**src/rtl/core/esc_pkg.sv**
```systemverilog
// esc_pkg: shared constants, tables and types for the epoch-seconds to calendar pipeline.
// No dependencies; used by esc_pipe_ctrl, epoch_seconds_to_calendar and the bench.
package esc_pkg;

   localparam int SECONDS_WIDTH_DEFAULT = 34;

   // 86400 = 128 * 675: the low seven bits of the count bypass the day divide
   localparam int SUB_DAY_LOW_W  = 7;
   localparam int DAY_DIV_ODD    = 675;
   localparam int DAY_DIV_ODD_W  = 10;
   localparam int HIGH_PART_W    = 16;
   localparam int HIGH_QUOT_W    = 7;
   localparam int TOD_W          = 17;

   localparam int SECS_PER_HOUR  = 3600;
   localparam int SECS_PER_MIN   = 60;
   localparam int DAYS_PER_WEEK  = 7;

   localparam int DAYS_PER_400Y  = 146097;
   localparam int DAYS_PER_100Y  = 36524;
   localparam int DAYS_PER_4Y    = 1461;
   localparam int DAYS_PER_YEAR  = 365;
   localparam int DAYS_1601_TO_1970 = 134774;

   localparam int YEARS_PER_400Y = 400;
   localparam int YEARS_PER_100Y = 100;
   localparam int YEARS_PER_4Y   = 4;
   localparam int YEAR_1601_TO_1900 = 299;

   // last block index that may be clamped (century in cycle, year in 4-year block)
   localparam int BLOCK_LAST     = 3;
   localparam int Q4_LAST_OF_CENTURY = 24;

   localparam int MONTHS         = 12;
   localparam int STAGES         = 15;

   localparam int SECOND_W       = 6;
   localparam int MINUTE_W       = 6;
   localparam int HOUR_W         = 5;
   localparam int MDAY_W         = 5;
   localparam int MONTH_W        = 4;
   localparam int YEAR_W         = 10;
   localparam int WEEKDAY_W      = 3;
   localparam int DOY_W          = 9;

   localparam logic [WEEKDAY_W-1:0] WEEKDAY_SATURDAY = 3'd6;

   // first day of each month within the year, common and leap
   localparam logic [DOY_W-1:0] MONTH_START [2][MONTHS] = '{
      '{9'd0, 9'd31, 9'd59, 9'd90, 9'd120, 9'd151,
        9'd181, 9'd212, 9'd243, 9'd273, 9'd304, 9'd334},
      '{9'd0, 9'd31, 9'd60, 9'd91, 9'd121, 9'd152,
        9'd182, 9'd213, 9'd244, 9'd274, 9'd305, 9'd335}
   };

   typedef struct packed {
      logic [HOUR_W-1:0]    hour;
      logic [MINUTE_W-1:0]  minute;
      logic [SECOND_W-1:0]  second;
      logic [WEEKDAY_W-1:0] weekday;
   } side_type;

endpackage

```
**src/rtl/core/esc_cdiv.sv**
```systemverilog
// esc_cdiv: two-stage divide by a constant (reciprocal multiply, then one correction step),
// with an optional clamp of the quotient. Depends on nothing; instanced by the top level.
module esc_cdiv #(
   parameter int IN_W    = 16,
   parameter int DIVISOR = 675,
   parameter int Q_W     = 7,
   parameter int R_W     = 10,
   parameter int QMAX    = (1 << Q_W) - 1
) (
   input  logic            clock,
   input  logic            load_a,
   input  logic            load_b,
   input  logic [IN_W-1:0] x,
   output logic [Q_W-1:0]  q,
   output logic [R_W-1:0]  r
);

   localparam longint unsigned RECIP = (64'd1 << IN_W) / DIVISOR;
   localparam int RECIP_W = $clog2(RECIP + 64'd1);
   localparam int P_W = IN_W + RECIP_W;
   localparam longint unsigned CLAMP_AT = (64'(QMAX) + 64'd1) * 64'(DIVISOR);
   localparam longint unsigned CLAMP_BASE = 64'(QMAX) * 64'(DIVISOR);

   logic [P_W-1:0]  prod;
   logic [IN_W-1:0] x_ff;
   logic [Q_W-1:0]  qe_ff, qe_in;
   logic            top_ff, top_in;
   logic [IN_W-1:0] r_full;
   logic            fix;
   logic [Q_W-1:0]  q_ff, q_in;
   logic [R_W-1:0]  r_ff, r_in;

   // estimate is low by at most one since x < 2**IN_W
   assign prod   = P_W'(x) * P_W'(RECIP);
   assign qe_in  = Q_W'(prod >> IN_W);
   assign top_in = 64'(x) >= CLAMP_AT;

   always_ff @(posedge clock) begin
      if (load_a) begin
         x_ff   <= x;
         qe_ff  <= qe_in;
         top_ff <= top_in;
      end
   end

   assign r_full = x_ff - IN_W'(64'(qe_ff) * 64'(DIVISOR));
   assign fix    = r_full >= IN_W'(DIVISOR);

   always_comb begin
      if (top_ff) begin
         q_in = Q_W'(QMAX);
         r_in = R_W'(x_ff - IN_W'(CLAMP_BASE));
      end else if (fix) begin
         q_in = qe_ff + Q_W'(1);
         r_in = R_W'(r_full - IN_W'(DIVISOR));
      end else begin
         q_in = qe_ff;
         r_in = R_W'(r_full);
      end
   end

   always_ff @(posedge clock) begin
      if (load_b) begin
         q_ff <= q_in;
         r_ff <= r_in;
      end
   end

   assign q = q_ff;
   assign r = r_ff;

endmodule

```
**src/rtl/core/esc_pipe_ctrl.sv**
```systemverilog
// esc_pipe_ctrl: valid bits and per-stage load enables for the conversion pipeline.
// Depends on esc_pkg for the default stage count.
module esc_pipe_ctrl #(
   parameter int STAGES = esc_pkg::STAGES
) (
   input  logic              clock,
   input  logic              reset,
   input  logic              req_valid,
   input  logic              rsp_stall,
   output logic              req_stall,
   output logic              rsp_valid,
   output logic [STAGES-1:0] load
);

   logic [STAGES-1:0] valid_ff, valid_in;

   // a stage loads when it is empty or its successor loads, so bubbles fill
   always_comb begin
      load[STAGES-1] = ~valid_ff[STAGES-1] | ~rsp_stall;
      for (int s = STAGES - 2; s >= 0; s--) begin
         load[s] = ~valid_ff[s] | load[s+1];
      end
      valid_in[0] = load[0] ? req_valid : valid_ff[0];
      for (int s = 1; s < STAGES; s++) begin
         valid_in[s] = load[s] ? valid_ff[s-1] : valid_ff[s];
      end
   end

   always_ff @(posedge clock) begin
      if (reset) begin
         valid_ff <= '0;
      end else begin
         valid_ff <= valid_in;
      end
   end

   assign req_stall = ~load[0];
   assign rsp_valid = valid_ff[STAGES-1];

endmodule

```
**src/rtl/core/epoch_seconds_to_calendar.sv**
```systemverilog
// epoch_seconds_to_calendar: top level, seconds since 1970 to broken-down Gregorian time.
// Depends on esc_pkg, esc_cdiv and esc_pipe_ctrl.
//
// Converts an unsigned count of seconds since 1970-01-01 00:00:00 into second, minute,
// hour, day of month (1 to 31), month (0 is January), years since 1900 and weekday
// (0 is Sunday).
// The block accepts one transaction every cycle while the result side does not stall.
// The pipeline is the chain of constant dividers (days, 400-year, 100-year, 4-year and
// 1-year blocks), each a reciprocal multiply stage followed by a correction stage, plus
// the month lookup.
// Stalls on the result side back up the pipeline stage by stage; empty stages still fill.
// Input bits are taken as given at SECONDS_WIDTH bits; years_since_1900 wraps modulo 1024
// for widths above 34.
module epoch_seconds_to_calendar #(
   parameter int SECONDS_WIDTH = esc_pkg::SECONDS_WIDTH_DEFAULT
) (
   input  logic                            clock,
   input  logic                            reset,
   input  logic                            req_valid,
   output logic                            req_stall,
   input  logic [SECONDS_WIDTH-1:0]        req_epoch_seconds,
   output logic                            rsp_valid,
   input  logic                            rsp_stall,
   output logic [esc_pkg::SECOND_W-1:0]    rsp_second,
   output logic [esc_pkg::MINUTE_W-1:0]    rsp_minute,
   output logic [esc_pkg::HOUR_W-1:0]      rsp_hour,
   output logic [esc_pkg::MDAY_W-1:0]      rsp_day_of_month,
   output logic [esc_pkg::MONTH_W-1:0]     rsp_month_index,
   output logic [esc_pkg::YEAR_W-1:0]      rsp_years_since_1900,
   output logic [esc_pkg::WEEKDAY_W-1:0]   rsp_weekday
);

   localparam int LOW_W  = esc_pkg::SUB_DAY_LOW_W;
   localparam int HI_W   = esc_pkg::HIGH_PART_W;
   localparam int XL_W   = SECONDS_WIDTH - LOW_W - HI_W;
   localparam int Q1_W   = esc_pkg::HIGH_QUOT_W;
   localparam int ODD_W  = esc_pkg::DAY_DIV_ODD_W;
   localparam int DAYS_W = Q1_W + XL_W;
   localparam int OFS_W  = $clog2(esc_pkg::DAYS_1601_TO_1970 + 1);
   localparam int D0_W   = ((DAYS_W > OFS_W) ? DAYS_W : OFS_W) + 1;
   localparam int Q400_W = D0_W - 17;
   localparam int R400_W = 18;
   localparam int R100_W = 16;
   localparam int R4_W   = 11;
   localparam int TOD_W  = esc_pkg::TOD_W;
   localparam int RH_W   = 12;
   localparam int YW     = esc_pkg::YEAR_W;

   logic [esc_pkg::STAGES-1:0] load;

   esc_pipe_ctrl #(
      .STAGES(esc_pkg::STAGES)
   ) u_ctrl (
      .clock    (clock),
      .reset    (reset),
      .req_valid(req_valid),
      .rsp_stall(rsp_stall),
      .req_stall(req_stall),
      .rsp_valid(rsp_valid),
      .load     (load)
   );

   // ---- day count: (secs >> 7) / 675 in two long-division digits ----
   logic [Q1_W-1:0]  a_q;
   logic [ODD_W-1:0] a_r;
   logic [XL_W-1:0]  b_q;
   logic [ODD_W-1:0] b_r;
   logic [XL_W-1:0]  xl_ff [0:1];
   logic [LOW_W-1:0] low_ff [0:3];
   logic [Q1_W-1:0]  q1_ff [2:3];

   esc_cdiv #(
      .IN_W(HI_W), .DIVISOR(esc_pkg::DAY_DIV_ODD), .Q_W(Q1_W), .R_W(ODD_W)
   ) u_div_hi (
      .clock(clock), .load_a(load[0]), .load_b(load[1]),
      .x(req_epoch_seconds[SECONDS_WIDTH-1 -: HI_W]), .q(a_q), .r(a_r)
   );

   esc_cdiv #(
      .IN_W(ODD_W + XL_W), .DIVISOR(esc_pkg::DAY_DIV_ODD), .Q_W(XL_W), .R_W(ODD_W)
   ) u_div_lo (
      .clock(clock), .load_a(load[2]), .load_b(load[3]),
      .x({a_r, xl_ff[1]}), .q(b_q), .r(b_r)
   );

   always_ff @(posedge clock) begin
      if (load[0]) begin
         xl_ff[0]  <= req_epoch_seconds[LOW_W +: XL_W];
         low_ff[0] <= req_epoch_seconds[LOW_W-1:0];
      end
      if (load[1]) begin
         xl_ff[1]  <= xl_ff[0];
         low_ff[1] <= low_ff[0];
      end
      if (load[2]) begin
         q1_ff[2]  <= a_q;
         low_ff[2] <= low_ff[1];
      end
      if (load[3]) begin
         q1_ff[3]  <= q1_ff[2];
         low_ff[3] <= low_ff[2];
      end
   end

   // ---- day number since 1601-01-01 ----
   logic [D0_W-1:0] d0_ff, d0_in;

   assign d0_in = D0_W'({q1_ff[3], b_q}) + D0_W'(esc_pkg::DAYS_1601_TO_1970);

   always_ff @(posedge clock) begin
      if (load[4]) begin
         d0_ff <= d0_in;
      end
   end

   // ---- time of day ----
   logic [esc_pkg::HOUR_W-1:0]   t_q;
   logic [RH_W-1:0]              t_r;
   logic [esc_pkg::MINUTE_W-1:0] m_q;
   logic [5:0]                   m_r;

   esc_cdiv #(
      .IN_W(TOD_W), .DIVISOR(esc_pkg::SECS_PER_HOUR), .Q_W(esc_pkg::HOUR_W), .R_W(RH_W)
   ) u_div_hour (
      .clock(clock), .load_a(load[4]), .load_b(load[5]),
      .x({b_r, low_ff[3]}), .q(t_q), .r(t_r)
   );

   esc_cdiv #(
      .IN_W(RH_W), .DIVISOR(esc_pkg::SECS_PER_MIN), .Q_W(esc_pkg::MINUTE_W), .R_W(6)
   ) u_div_min (
      .clock(clock), .load_a(load[6]), .load_b(load[7]),
      .x(t_r), .q(m_q), .r(m_r)
   );

   // ---- weekday: 1601-01-01 was a Monday, so weekday = (d0 + 1) mod 7 ----
   logic [esc_pkg::WEEKDAY_W-1:0] w_r;
   logic [esc_pkg::WEEKDAY_W-1:0] wd7_ff, wd7_in;

   esc_cdiv #(
      .IN_W(D0_W), .DIVISOR(esc_pkg::DAYS_PER_WEEK), .Q_W(D0_W - 2),
      .R_W(esc_pkg::WEEKDAY_W)
   ) u_div_week (
      .clock(clock), .load_a(load[5]), .load_b(load[6]),
      .x(d0_ff), .q(), .r(w_r)
   );

   assign wd7_in = (w_r == esc_pkg::WEEKDAY_SATURDAY) ? '0 : w_r + 3'd1;

   // ---- Gregorian blocks ----
   logic [Q400_W-1:0] c_q;
   logic [R400_W-1:0] c_r;
   logic [1:0]        h_q;
   logic [R100_W-1:0] h_r;
   logic [4:0]        f_q;
   logic [R4_W-1:0]   f_r;
   logic [1:0]        y_q;
   logic [esc_pkg::DOY_W-1:0] y_r;

   esc_cdiv #(
      .IN_W(D0_W), .DIVISOR(esc_pkg::DAYS_PER_400Y), .Q_W(Q400_W), .R_W(R400_W)
   ) u_div_400 (
      .clock(clock), .load_a(load[5]), .load_b(load[6]),
      .x(d0_ff), .q(c_q), .r(c_r)
   );

   esc_cdiv #(
      .IN_W(R400_W), .DIVISOR(esc_pkg::DAYS_PER_100Y), .Q_W(2), .R_W(R100_W),
      .QMAX(esc_pkg::BLOCK_LAST)
   ) u_div_100 (
      .clock(clock), .load_a(load[7]), .load_b(load[8]),
      .x(c_r), .q(h_q), .r(h_r)
   );

   esc_cdiv #(
      .IN_W(R100_W), .DIVISOR(esc_pkg::DAYS_PER_4Y), .Q_W(5), .R_W(R4_W)
   ) u_div_4 (
      .clock(clock), .load_a(load[9]), .load_b(load[10]),
      .x(h_r), .q(f_q), .r(f_r)
   );

   esc_cdiv #(
      .IN_W(R4_W), .DIVISOR(esc_pkg::DAYS_PER_YEAR), .Q_W(2), .R_W(esc_pkg::DOY_W),
      .QMAX(esc_pkg::BLOCK_LAST)
   ) u_div_1 (
      .clock(clock), .load_a(load[11]), .load_b(load[12]),
      .x(f_r), .q(y_q), .r(y_r)
   );

   // ---- delay lines ----
   logic [esc_pkg::HOUR_W-1:0] hour_ff [6:7];
   esc_pkg::side_type          side_ff [8:13];
   esc_pkg::side_type          side_in;
   logic [Q400_W-1:0]          q400_ff [7:12];
   logic [1:0]                 c100_ff [9:12];
   logic [4:0]                 q4_ff   [11:12];

   assign side_in.hour    = hour_ff[7];
   assign side_in.minute  = m_q;
   assign side_in.second  = m_r;
   assign side_in.weekday = wd7_ff;

   always_ff @(posedge clock) begin
      if (load[6]) hour_ff[6] <= t_q;
      if (load[7]) begin
         hour_ff[7] <= hour_ff[6];
         wd7_ff     <= wd7_in;
         q400_ff[7] <= c_q;
      end
      if (load[8]) side_ff[8] <= side_in;
      for (int s = 9; s <= 13; s++) begin
         if (load[s]) side_ff[s] <= side_ff[s-1];
      end
      for (int s = 8; s <= 12; s++) begin
         if (load[s]) q400_ff[s] <= q400_ff[s-1];
      end
      if (load[9]) c100_ff[9] <= h_q;
      for (int s = 10; s <= 12; s++) begin
         if (load[s]) c100_ff[s] <= c100_ff[s-1];
      end
      if (load[11]) q4_ff[11] <= f_q;
      if (load[12]) q4_ff[12] <= q4_ff[11];
   end

   // ---- year, leap flag and month ----
   logic                          leap_ff, leap_in;
   logic [YW-1:0]                 year_ff, year_in;
   logic [esc_pkg::MONTH_W-1:0]   mon_ff, mon_in;
   logic [esc_pkg::DOY_W-1:0]     doy_ff;

   // year - 1601 = 400*q400 + 100*c100 + 4*q4 + y1, so leap needs no divide
   assign leap_in = (y_q == 2'(esc_pkg::BLOCK_LAST)) &&
                    ((q4_ff[12] != 5'(esc_pkg::Q4_LAST_OF_CENTURY)) ||
                     (c100_ff[12] == 2'(esc_pkg::BLOCK_LAST)));

   assign year_in = YW'(q400_ff[12]) * YW'(esc_pkg::YEARS_PER_400Y)
                  + YW'(c100_ff[12]) * YW'(esc_pkg::YEARS_PER_100Y)
                  + YW'(q4_ff[12]) * YW'(esc_pkg::YEARS_PER_4Y)
                  + YW'(y_q)
                  - YW'(esc_pkg::YEAR_1601_TO_1900);

   always_comb begin
      mon_in = '0;
      for (int i = 1; i < esc_pkg::MONTHS; i++) begin
         if (y_r >= esc_pkg::MONTH_START[leap_in][i]) mon_in = mon_in + 4'd1;
      end
   end

   always_ff @(posedge clock) begin
      if (load[13]) begin
         leap_ff <= leap_in;
         year_ff <= year_in;
         mon_ff  <= mon_in;
         doy_ff  <= y_r;
      end
   end

   // ---- output register ----
   logic [esc_pkg::MDAY_W-1:0]    mday_ff, mday_in;
   logic [esc_pkg::MONTH_W-1:0]   month_ff;
   logic [YW-1:0]                 years_ff;
   esc_pkg::side_type             out_side_ff;

   assign mday_in = esc_pkg::MDAY_W'(doy_ff - esc_pkg::MONTH_START[leap_ff][mon_ff]
                                     + 9'd1);

   always_ff @(posedge clock) begin
      if (load[14]) begin
         mday_ff     <= mday_in;
         month_ff    <= mon_ff;
         years_ff    <= year_ff;
         out_side_ff <= side_ff[13];
      end
   end

   assign rsp_second           = out_side_ff.second;
   assign rsp_minute           = out_side_ff.minute;
   assign rsp_hour             = out_side_ff.hour;
   assign rsp_weekday          = out_side_ff.weekday;
   assign rsp_day_of_month     = mday_ff;
   assign rsp_month_index      = month_ff;
   assign rsp_years_since_1900 = years_ff;

endmodule

```
**config.mk**
```make
export PLATFORM = sky130hd
export DESIGN_NAME = epoch_seconds_to_calendar
export DESIGN_NICKNAME = d
export VERILOG_FILES = /design/src/rtl/core/esc_pkg.sv /design/src/rtl/core/esc_cdiv.sv /design/src/rtl/core/esc_pipe_ctrl.sv /design/src/rtl/core/epoch_seconds_to_calendar.sv
export SDC_FILE = /design/constraint.sdc
export NUM_CORES = 2
export LEC_CHECK = 0
export CAP_MARGIN = 20
export CORE_MARGIN = 2
export CORE_UTILIZATION = 50
export CTS_CLUSTER_SIZE = 28
export DETAILED_ROUTE_END_ITERATION = 16
export DONT_BUFFER_PORTS = 1
export PLACE_DENSITY_LB_ADDON = 0.3
export SKIP_LAST_GASP = 1
export SYNTH_ARGS = -nofsm -noshare
export SYNTH_HDL_FRONTEND = slang
export SYNTH_HIERARCHICAL = 1
export SYNTH_SLANG_ARGS = --single-unit
```
**constraint.sdc**
```tcl
create_clock -name clock -period 9.8 [get_ports clock]
set_clock_uncertainty 0.15 [all_clocks]
set_input_delay 0.49 -clock clock [delete_from_list [all_inputs] [get_ports clock]]
set_output_delay 0.49 -clock clock [all_outputs]
set_load 0.005 [all_outputs]
```
# Word-level counts from Yosys, hierarchy flattened

Memories as Yosys holds them, arrays and structs flattened. A register that Yosys moved wholly into a read port is not among the register bits.
Cells that the tools add are included.

Bits in registers: 404
Memory bits (writable): 224
Input port bits: 38
Output and inout bits: 41
Word-level logic and storage cells: 279
Memories: 8

Memories:

| name        | words | width | read ports | clocked after memory_dff | wr ports | RTL line                         | source |
|---|---|---|---|---|---|---|---|
| side_ff     | 6     | 20    | 6          | 1                        | 6        | epoch_seconds_to_calendar.sv:192 | `esc_pkg::side_type side_ff [8:13];` |
| low_ff      | 4     | 7     | 4          | 0                        | 4        | epoch_seconds_to_calendar.sv:69  | `logic [LOW_W-1:0] low_ff [0:3];` |
| xl_ff       | 2     | 11    | 2          | 0                        | 2        | epoch_seconds_to_calendar.sv:68  | `logic [XL_W-1:0] xl_ff [0:1];` |
| q1_ff       | 2     | 7     | 2          | 0                        | 2        | epoch_seconds_to_calendar.sv:70  | `logic [Q1_W-1:0] q1_ff [2:3];` |
| q400_ff     | 6     | 2     | 6          | 0                        | 6        | epoch_seconds_to_calendar.sv:194 | `logic [Q400_W-1:0] q400_ff [7:12];` |
| hour_ff     | 2     | 5     | 2          | 0                        | 2        | epoch_seconds_to_calendar.sv:191 | `logic [esc_pkg::HOUR_W-1:0] hour_ff [6:7];` |
| +2 memories | -     | -     | -          | -                        | -        | -                                |  |

Add/sub/neg operators: 50
Multipliers: 20
Magnitude comparators: 29
Eq/ne operators: 4
Mux-type cells: 67
Bitwise logic cells: 35
Reductions and logical operators: 2

Operator list:

| kind                     | number |
|---|---|
| $mux W108                | 2 |
| $mux W99                 | 2 |
| $mux W84                 | 2 |
| $ge A9 B9 Y1             | 11 |
| $add A4 B1 Y4 const B    | 10 |
| $mux W4                  | 10 |
| $sub A19 B19 Y19         | 2 |
| $bmux W9 S4              | 1 |
| $mul A19 B16 Y35 const B | 1 |
| $mux W11                 | 3 |
| $mux W16                 | 2 |
| $sub A16 B16 Y16         | 2 |
| $sub A16 B16 Y16 const B | 2 |
| $mul A21 B11 Y31 const B | 1 |
| $mux W10                 | 3 |
| $mux W1                  | 25 |
| $mux W12                 | 2 |
| $mul A16 B7 Y23 const B  | 1 |
| $ge A21 B10 Y1 const B   | 1 |
| $ge A21 B21 Y1 const B   | 1 |
| $mul A11 B10 Y21 const B | 1 |
| $mul A19 B2 Y21 const B  | 1 |
| $sub A21 B21 Y21         | 1 |
| $mul A17 B4 Y20 const B  | 1 |
| 72 further kinds         | 119 |

# Depth between registers and ports, before layout

An unclocked memory read counts as a cell.

Depth in word-level cells: 30
Depth in mapped cells: 34

# By module

Netlist, hierarchy kept.

Modules (own cells, without submodules):

| module                    | instances | cells each | area an instance (sq um) |
|---|---|---|---|
| epoch_seconds_to_calendar | 1         | 663        | 11787.6 |
| esc_cdiv (u_div_lo)       | 1         | 852        | 8219.1 |
| esc_cdiv (u_div_week)     | 1         | 748        | 7623.6 |
| esc_cdiv (u_div_hi)       | 1         | 490        | 5007.3 |
| esc_cdiv (u_div_4)        | 1         | 502        | 4698.3 |
| esc_cdiv (u_div_100)      | 1         | 430        | 4226.6 |
| esc_cdiv (u_div_400)      | 1         | 340        | 3479.6 |
| esc_cdiv (u_div_hour)     | 1         | 292        | 3254.4 |
| esc_cdiv (u_div_min)      | 1         | 236        | 2598.7 |
| esc_cdiv (u_div_1)        | 1         | 256        | 2523.7 |
| esc_pipe_ctrl             | 1         | 78         | 664.4 |

# Worst setup path after synthesis

No wires, ideal clock.

Path kind: register -> register
From: reg, netlist name c100_ff[1][6]
To: reg mon_ff[2] (netlist bit) (data pin)
Setup time: 0.266 ns
Arrival: 7.169 ns
Data required time: 9.384 ns
Slack: 2.215 ns
Cell stages (with the launch flop): 35
Buffers on the path: 0
Clock period less this slack: 7.585 ns
Path through: edfxtp_1 > ha_1 > nand2b_1 > o41ai_1 > inv_1 > ha_1 > nand2_1 > a31o_2 > a311o_1 > ha_1 > and3_1 > a211o_1 > a311oi_4 > ha_1 > nand2_1 > nand3_1 > xnor2_1 > o21ai_0 > ha_1 > nand2_1 > and3_1 > xor2_1 > o21ai_0 > ha_1 > mux2i_1 > a31oi_1 > xnor2_1 > mux2_2 > ha_1 > nor2_1 > a31oi_1 > ha_1 > nand2_1 > xor2_1 > xnor2_1

RTL lines:

| what                 | RTL line                         | source |
|---|---|---|
| to (signal assigned) | epoch_seconds_to_calendar.sv:253 | `mon_ff <= mon_in;` |
| to (decl)            | epoch_seconds_to_calendar.sv:228 | `logic [esc_pkg::MONTH_W-1:0] mon_ff, mon_in;` |

==> qor.txt <==
Status: completed
Core box area: 105300 um^2
Total detailed-routing wirelength: 104500 um
Worst hold slack: 185.7 ps
Detailed-placement wirelength estimate: 80730 um
Met2 usage: 0.3420
WP data required: 10050 ps
Endpoint of the lowest-slack register-to-register path: mon_ff[2]$_DFFE_PP_
Filler cell count in the final layout: 8942
Number of sinks driven by the clock tree: 667
Row count: 119
Final period utilization: 0.8245
CP Capture Type: flip-flop
Reg2Reg Setup Slack: 1720 ps
Number of cells traversed by the worst hold path: 3
Worst r2r src: c100_ff[1][6]$_DFFE_PP_
Startpoint-to-endpoint class of the critical path: reg2reg
Antenna Diode Count: 0
Reg clk slew, reported paths: 60 ps
Max-cap violation count: 0
Ports: 79
Share of layout cells above drive strength 1: 0.06266
Signed area change from the synthesized netlist to the final layout: 8.362%
Number of iterations in the first detailed-routing pass: 5
Cts bufs inserted: 78
Met3 Track Usage GR: 0.02804
Slowest cell delay on critical path: 430 ps
Grt ovf: 0
Wire length per cell after detailed routing: 16.53 um
Post-CTS resize count: 0
Setup Fix Bufs, Post-CTS: 0
Slew at the pin with the worst max-slew slack: 1042 ps
Mean post-synth cell area: 11.04 um^2
Total Routing Usage GR: 0.1948
Clock root buffer: sky130_fd_sc_hd__clkbuf_16
Worst setup path start: c100_ff[1][6]$_DFFE_PP_
Die area: 108900 um^2
Initial antenna violation count: 1
Number of DRC markers in iteration 0: 2178
Setup repair after global routing missed its margin: false
Leading cell type in the layout, fill and taps excluded: sky130_fd_sc_hd__inv_1
Clock tree from TritonCTS: built
Routed Antenna Nets: 0
Minimum period implied by the final worst setup slack: 8080 ps
Worst-path cell with the longest stage delay: sky130_fd_sc_hd__edfxtp_1
Crit path launch type: flip-flop
Path class of the lowest-slack min-delay path: in2reg
Number of nets in the layout: 5947
First-pass GRT wire length: 172800 um
Number of pins with negative max-slew slack in the final report: 0
Critical Path AT: 8330 ps
Maximum fanout along the worst path: 6
Cell with the most instances on the worst path: sky130_fd_sc_hd__ha_1
Worst-Skew Late Latency: 660 ps
Die X: 329.9 um
Height of the chip: 329.9 um
Sink of the worst hold path: u_div_hi/qe_ff[6]$_DFFE_PP_
Summed instance area of the synthesized netlist: 53120 um^2
Clk buf depth: 3
Hold path startpoint: req_epoch_seconds[33]
Initial core utilization: 0.5046
Finish-stage setup viols: 0
GR met1 Demand/Resource: 0.2472
Gate Count Post-Synth: 4812
Routability congestion estimate: 0.8884
Detailed-route DRC error count: 0
Via count of the first global-routing pass: 34.70k
Maximum frequency from static timing analysis: 0.1238 GHz
DR vias/cell: 5.464
Fin Setup TNS: 0 ps
Count of port buffers added during placement: 0
Pin count of the biggest net entering global routing: 69
Net count after synthesis: 5893
Commonest non-fill, non-tap cells in the layout: 811 x sky130_fd_sc_hd__inv_1, 806 x sky130_fd_sc_hd__ha_1, 652 x sky130_fd_sc_hd__edfxtp_1
Final number of hold-violating endpoints: 0
Yosys synthesis warning count: 6
Worst R2R Path Depth: 35
Slew HR: 0.3055
Vias after detailed routing: 34.55k
Number of H-tree branching levels: 3
Global routing's busiest layer: met2
[state kept, by name, indices dropped and copies added (netlist names), 18 cells and up]
| register | count |
|---|---|
| d0_ff | 19 |
| u_div_lo/x_ff | 21 |
| xl_ff | 22 |
| side_ff | 120 |
| u_div_400/x_ff | 19 |
| low_ff | 28 |
| u_div_100/x_ff | 18 |
| u_div_400/r | 18 |
| u_div_week/x_ff | 19 |
[final cells by class]
| class | instances | area, um^2 | share of cell area |
|---|---|---|---|
| flip-flops and latches | 667 | 19880 | 0.3454 |
| clock inverters | 58 | 606.8 | 0.01054 |
| well taps | 1391 | 1740 | 0.03024 |
| clock buffers | 87 | 1986 | 0.03450 |
| multi-input cells | 3252 | 29760 | 0.5170 |
| inverters | 813 | 3052 | 0.05302 |
| repair buffers | 54 | 535.5 | 0.009304 |
[routing by layer]
metal	vias to the layer above	part of all wire
met5	-	0.00012
met2	662	0.49
met4	2	0.027
met1	16478	0.44
met3	176	0.039
li1	17227	-
[repair_timing]
action	in CTS	in global routing
endpoints found under the setup margin	0	0
hold buffers	37	0
endpoints found under the hold margin	49	0
[critical path: cells and delay by family (launching register included)]
family                     cells  cell delay (ps)
muxes                          2              520
and+or+nand+nor                9             1080
buffers and inverters          2              300
DFF                            1              430
adders and majority gates      8             2250
AOI/OAI and AO/OA              9             2310
xor gates and xnor gates       5              770
[metrics by stage]
step	util	cell area [um^2]	setup WS, ps	std cells
floorplan	-	53120	2215	4812
detailed placement	0.5181	54530	1796	6137
global route	0.5468	57560	1201	6322
global placement	0.5181	54530	1846	6137
CTS	0.5462	57500	1758	6319
finish	0.5468	57560	1720	6322
[worst max path at each step]
stage                          endpoint  slack [ps]  cells after the start
floorplan           mon_ff[2]$_DFFE_PP_        2210                     34
global placement    mon_ff[2]$_DFFE_PP_        1850                     35
detailed placement  mon_ff[2]$_DFFE_PP_        1800                     35
CTS                 mon_ff[2]$_DFFE_PP_        1760                     35
global route        mon_ff[2]$_DFFE_PP_        1200                     35
finish              mon_ff[2]$_DFFE_PP_        1720                     35
Power is left out: the tool's default activity adds up to more than one toggle a clock period on the data nets, which glitch-free logic cannot reach.
